==> src/hw/rtl/sfi_pkg.sv <==
// Package: shared constants, types and codes of the fuzzy inference block.
package sfi_pkg;

    localparam int MAX_RULES_DEF = 16;

    typedef enum logic [1:0] {
        K_ADD   = 2'd0,
        K_CLEAR = 2'd1,
        K_EVAL  = 2'd2,
        K_NONE  = 2'd3
    } t_kind;

    typedef enum logic [1:0] {
        ST_OK      = 2'd0,
        ST_NO_RULE = 2'd1,
        ST_FULL    = 2'd2,
        ST_ZERO_W  = 2'd3
    } t_status;

    typedef enum logic [3:0] {
        S_IDLE,
        S_RD,
        S_MEM,
        S_QDIV,
        S_MUL,
        S_ACC,
        S_FDIV,
        S_FIN,
        S_OUT
    } t_state;

    // Divider control: start strobe and operands, busy and done back.
    typedef struct packed {
        logic        start;
        logic [63:0] dividend;
        logic [63:0] divisor;
    } t_div_req;

    typedef struct packed {
        logic        busy;
        logic        done;
        logic [63:0] quotient;
    } t_div_rsp;

    function automatic logic signed [31:0] sat32(input logic signed [79:0] v);
        logic signed [31:0] r;
        if (v > 80'sd2147483647)
            r = 32'sh7fffffff;
        else if (v < -80'sd2147483648)
            r = 32'sh80000000;
        else
            r = v[31:0];
        return r;
    endfunction

endpackage

==> src/hw/rtl/sfi_div.sv <==
// Shared unsigned 64-bit restoring divider, one quotient bit per cycle.
module sfi_div (
    input  logic              i_clk,
    input  logic              i_rst_n,
    input  sfi_pkg::t_div_req i_req,
    output sfi_pkg::t_div_rsp o_rsp
);
    import sfi_pkg::*;

    logic [63:0] r_quo, n_quo;
    logic [63:0] r_rem, n_rem;
    logic [63:0] r_dsr, n_dsr;
    logic [6:0]  r_cnt, n_cnt;
    logic        r_busy, n_busy;
    logic        r_done, n_done;
    logic [64:0] w_trial;
    logic [64:0] w_sub;

    // One shift-subtract step.
    always_comb begin
        w_trial = {r_rem, r_quo[63]};
        w_sub   = w_trial - {1'b0, r_dsr};
        n_quo   = r_quo;
        n_rem   = r_rem;
        n_dsr   = r_dsr;
        n_cnt   = r_cnt;
        n_busy  = r_busy;
        n_done  = 1'b0;
        if (i_req.start) begin
            n_quo  = i_req.dividend;
            n_rem  = '0;
            n_dsr  = i_req.divisor;
            n_cnt  = 7'd64;
            n_busy = 1'b1;
        end else if (r_busy) begin
            if (!w_sub[64]) begin
                n_rem = w_sub[63:0];
                n_quo = {r_quo[62:0], 1'b1};
            end else begin
                n_rem = w_trial[63:0];
                n_quo = {r_quo[62:0], 1'b0};
            end
            n_cnt = r_cnt - 7'd1;
            if (r_cnt == 7'd1) begin
                n_busy = 1'b0;
                n_done = 1'b1;
            end
        end
    end

    always_ff @(posedge i_clk) begin
        r_quo <= n_quo;
        r_rem <= n_rem;
        r_dsr <= n_dsr;
        r_cnt <= n_cnt;
        if (!i_rst_n) begin
            r_busy <= 1'b0;
            r_done <= 1'b0;
        end else begin
            r_busy <= n_busy;
            r_done <= n_done;
        end
    end

    assign o_rsp.busy     = r_busy;
    assign o_rsp.done     = r_done;
    assign o_rsp.quotient = r_quo;
endmodule

==> config.mk <==
export PLATFORM = sky130hd
export DESIGN_NAME = sfi_div
export DESIGN_NICKNAME = d
export VERILOG_FILES = /design/src/hw/rtl/sfi_pkg.sv /design/src/hw/rtl/sfi_div.sv
export SDC_FILE = /design/constraint.sdc
export NUM_CORES = 1
export LEC_CHECK = 0
export BUFFER_PORTS_ARGS = -buffer_cell sky130_fd_sc_hd__buf_2
export CAP_MARGIN = 5
export CORE_ASPECT_RATIO = 1.75
export CORE_MARGIN = 5
export CORE_UTILIZATION = 30
export CTS_CLUSTER_DIAMETER = 150
export CTS_CLUSTER_SIZE = 12
export DETAILED_ROUTE_END_ITERATION = 12
export GPL_TIMING_DRIVEN = 0
export SYNTH_ARGS = -nofsm -noshare
export SYNTH_HDL_FRONTEND = slang
export SYNTH_SLANG_ARGS = --single-unit
==> constraint.sdc <==
create_clock -name i_clk -period 3.3 [get_ports i_clk]
set_input_delay 0.33 -clock i_clk [delete_from_list [all_inputs] [get_ports i_clk]]
set_output_delay 0.33 -clock i_clk [all_outputs]
set_load 0.05 [all_outputs]
-- After elaboration in Yosys (flattened, before gate mapping)
Cells that the tools add are included.
- bits in registers: 201
- bits of input ports: 131
- output and inout port bits: 66
- $add $sub $neg: 2
- equal/unequal tests: 1
- mux-type cells: 8
- bitwise operators: 2
- reduce and logical (&&, ||, !) cells: 2
- operators with widths (kind ; count):
    $mux W64 ; 3
    $sub A65 B64 Y65 ; 1
    $eq A7 B1 Y1 const B ; 1
    $sub A7 B1 Y7 const B ; 1
    $mux W1 ; 5
    $reduce_or A3 Y1 ; 1
    $not A1 Y1 ; 2
    $reduce_bool A2 Y1 ; 1

-- Logic depth before layout (Yosys ltp)
- word-level depth: 4
- depth in mapped cells: 15
- gate-level depth less buffers: 13

-- Least setup slack after synthesis
Ideal clock, no wire load.
- path kind: reg-to-reg
- start: reg r_quo[63]
- end: reg r_rem[57]
- library setup time: 0.136 ns
- data arrival time: 3.349 ns
- data required time: 3.164 ns
- setup slack: -0.185 ns
- stages on the path, launching flop included: 15
- path buffers: 2
- path through: edfxtp_1 -> inv_1 -> ha_1 -> fa_1 -> nand2b_1 -> a21oi_1 -> o21ai_0 -> a21o_1 -> a2111oi_4 -> or3_1 -> buf_4 -> nand2_4 -> buf_2 -> a31oi_1 -> o32ai_1
- word-level cells in the longest chain between the ends: 2
- ends and longest elaborated chain (element ; RTL line ; source):
    start, declared ; sfi_div.sv:10 ; logic [63:0] r_quo, n_quo;
    start signal, assigned ; sfi_div.sv:52 ; r_quo <= n_quo;
    $sub A65 B64 Y65 ; sfi_div.sv:22 ; w_sub = w_trial - {1'b0, r_dsr};
    $mux W64 ; sfi_div.sv:36 ; if (!w_sub[64]) begin
    end signal, assigned ; sfi_div.sv:53 ; r_rem <= n_rem;
    end, declared ; sfi_div.sv:11 ; logic [63:0] r_rem, n_rem;
No other way between the ends.
A chain may end at the register's enable or synchronous reset.

-- Worst setup path after layout
Same ends and word-level chain as after synthesis.

==> impl_metrics.yaml <==
pwr:
  ir_drop_v: 0.000417
  total_power_mw: 7.22
  power.leakage_nw: 6.45
  power_density_nw_per_um2: 456
global_route:
  grt_max_degree: 69
  grt_pass1_vias: 11360
  grt_pass1_wl_um: 60700
  gr-usage-all-layers_pct: 16.9
  antenna_found_initial: 5
  grt-ovfl-total: 0
logic_synthesis:
  yosys-top-cells-area: "edfxtp_1, dfxtp_1, ha_1"
  synth_fa_ha_area_share_pct: 6.95
  yosys.area.top_type_share_pct: 31.6
  synth_edf_count: 128
  ys_top_cells_by_count: "nand2_1, edfxtp_1, nor2_1, a21oi_1, inv_1"
  synth_top_area_cell: "edfxtp_1"
  synth-seq-cells: 201
  synth_top_family_by_area: "compound AO/OA/AOI/OAI gates"
  synth-simple-area-share_pct: 14.5
  syn-num-nets: 1460
  yosysMostFrequentCell: "nand2_1"
  synth_mux_area_share_pct: 6.42
  avgSynthCellArea_um2: 9.64
  synthDistinctLibCells: 83
  synthCells: 1262
  yosys_warnings: 0
  syn_area_um2: 12200
  ys_seq_area_share_pct: 43.6
  synth_xor_xnor_area_share_pct: 4.18
  synth_compound_area_share_pct: 18.6
  async_flop_share_pct: 0
  ys.flop_type: "edfxtp_1"
placement:
  placedCellCount: 1954
  place_congestion: 0.958
  hpwl_um: 29900
  place_area_um2: 13800
  io_buffers: 196
clock_network:
  cts.sinks: 201
  clk_pin_slew_worst_paths_ns: 0.06
  htree_levels: 1
  clk_path_buf_depth: 3
  root_buffer: "clkbuf_16"
  cts_buffers: 20
  cts_tree: "built"
  worstSkewPairLatency_ns: 0.53
drt:
  postRouteWirelength_um: 39700
  drtIter0Drc: 624
  num_vias: 10921
  dr.pass1.iters: 5
  vias_per_cell: 5.24
  ant_nets: 0
  post_drt_wl_per_cell_um: 19.0
  drc: 0
outcome:
  outcome: "finished, violations left"
  violations: "setup timing"
layout:
  nets: 1770
  fillers: 3977
  final_cells: 2085
  area_growth_pct: 30.2
  postLayoutCellArea_um2: 15800
  drive_above_1_share_pct: 27.9
floorplan:
  fp.dieArea_um2: 44800
  rows: 97
  ios: 197
  die_h_um: 276
  start_util_pct: 30.4
  coreArea_um2: 40100
  die_w_um: 162
timing:
  whs_ns: 0.0394
  rsz0062_at_grt: "true"
  fin_crit_sh_pct: 101
  setup_violations: 3
  hold_violations: 0
  clock_skew_ns: 0.0134
  layout_setup_ws_ns: -0.0464
  slew_violations: 0
  slew-limit-headroom_pct: 38.3
  worstMarginPinSlew_ns: 0.925
  fmax_mhz: 299
  tns_ns: -0.0654
  fin_crit_ns: 3.35
critical_path:
  cp-start-kind: "register"
  rr_endpoint: "r_rem[57]"
  rr_worst_depth: 15
  endpoint_kind: "register"
  ff2ff_setup_slack_ns: -0.05
  path_class: "reg -> reg"
  reg2reg_from: "r_quo[63]"
  worstPathMaxFanout: 6
  cp.required_ns: 3.67
  cp_data_arrival_time_ns: 3.72
min_path:
  min_to: "r_busy"
  hold_depth: 3
  min_from: "i_rst_n"
  hp-class: "in -> reg"
job:
  maxCapViolations: 0
-- state kept, by name, summed over array words and instances (netlist names) --
name	count
r_dsr	64
r_rem	64
r_cnt	7
r_done	1
r_busy	1
r_quo	64
-- cells in the final DEF (no fill, tap or decap), drive strengths merged, types with 21 or more instances in the layout --
cell / Yosys / routed
buf: 35 / 256
nand2: 159 / 160
edfxtp: 128 / 128
nor2: 105 / 105
a21oi: 93 / 93
inv: 85 / 85
dfxtp: 73 / 73
clkbuf: 34 / 69
ha: 66 / 66
mux2: 64 / 64
dlygate4sd3: 0 / 64
o21ai: 64 / 64
a311oi: 46 / 46
xnor2: 37 / 37
a21o: 27 / 27
nand4: 26 / 26
xor2: 21 / 21
-- cell families after synthesis --
family	count (synthesis)
adder cells (fa/ha/maj)	67
AO/OA/AOI/OAI	328
buffers and inverters	154
AND/OR/NAND/NOR	384
flip-flops	201
multiplexers	70
XOR/XNOR	58
-- stage by stage --
stage	worst slack, ns	util (%)
after floorplan	0.0272	-
after global placement	-1.87	34.5
after detailed placement	-0.501	34.5
after CTS	-0.0135	38.3
after global routing	-0.108	39.5
final	-0.0464	39.5
-- critical path: stages (launching register included) --
cell and delay, ns:
edfxtp_1 0.47, inv_2 0.07, ha_4 0.17, fa_2 0.35, nand2b_4 0.17, a21oi_4 0.19, o21ai_2 0.09, a21o_4 0.24
a2111oi_4 0.40, buf_4 0.21, or3_4 0.14, buf_8 0.14, nand2_8 0.11, buf_8 0.17, a31oi_2 0.19, o32ai_1 0.09
-- metal layers --
metal / GRT usage (%) / routed length (µm)
met2: 32.3 / 21500
met5: 0 / 0
met1: 17.0 / 14000
met3: 1.88 / 1500
met4: 10.5 / 2700
-- timing repair --
item                                    CTS  global route
cloned                                    2             2
setup buffers                             8            16
endpoints found under the setup margin   65            65
gates resized for setup                  40            72
pin swaps                                 9            34
endpoints found under the hold margin    64             0
hold buffers                             64             0
-- power breakdown --
part | switching (mW) | internal, mW
logic | 1.28 | 0.737
clock network | 1.02 | 1.14
registers | 0.123 | 2.92
total | 2.42 | 4.79
-- worst max path at each step --
| stage | from | slack (ns) | depth (start not counted) | to |
|---|---|---|---|---|
| 2_1_floorplan | r_quo[63] | 0.03 | 14 | r_rem[57] |
| 3_3_place_gp | i_req[128] | -1.87 | 5 | r_quo[33] |
| 3_5_place_dp | i_req[128] | -0.50 | 6 | r_quo[34] |
| 4_1_cts | r_dsr[55] | -0.01 | 12 | r_rem[57] |
| 5_1_grt | r_quo[63] | -0.11 | 15 | r_rem[57] |
| 6_report | r_quo[63] | -0.05 | 15 | r_rem[57] |
-- final cells by class --
cell class / count / area, µm² / area share (%)
Sequential cell: 201 / 5310 / 33.5
Clock buffer: 33 / 549 / 3.47
Buffer: 68 / 443 / 2.80
Clock inverter: 2 / 21.3 / 0.134
Inverter: 85 / 319 / 2.01
Multi-Input combinational cell: 908 / 6670 / 42.1
Antenna cell: 5 / 12.5 / 0.0790
Timing Repair Buffer: 288 / 1900 / 12.0
Tap cell: 495 / 619 / 3.91
Power figures use the tool's default switching activity.
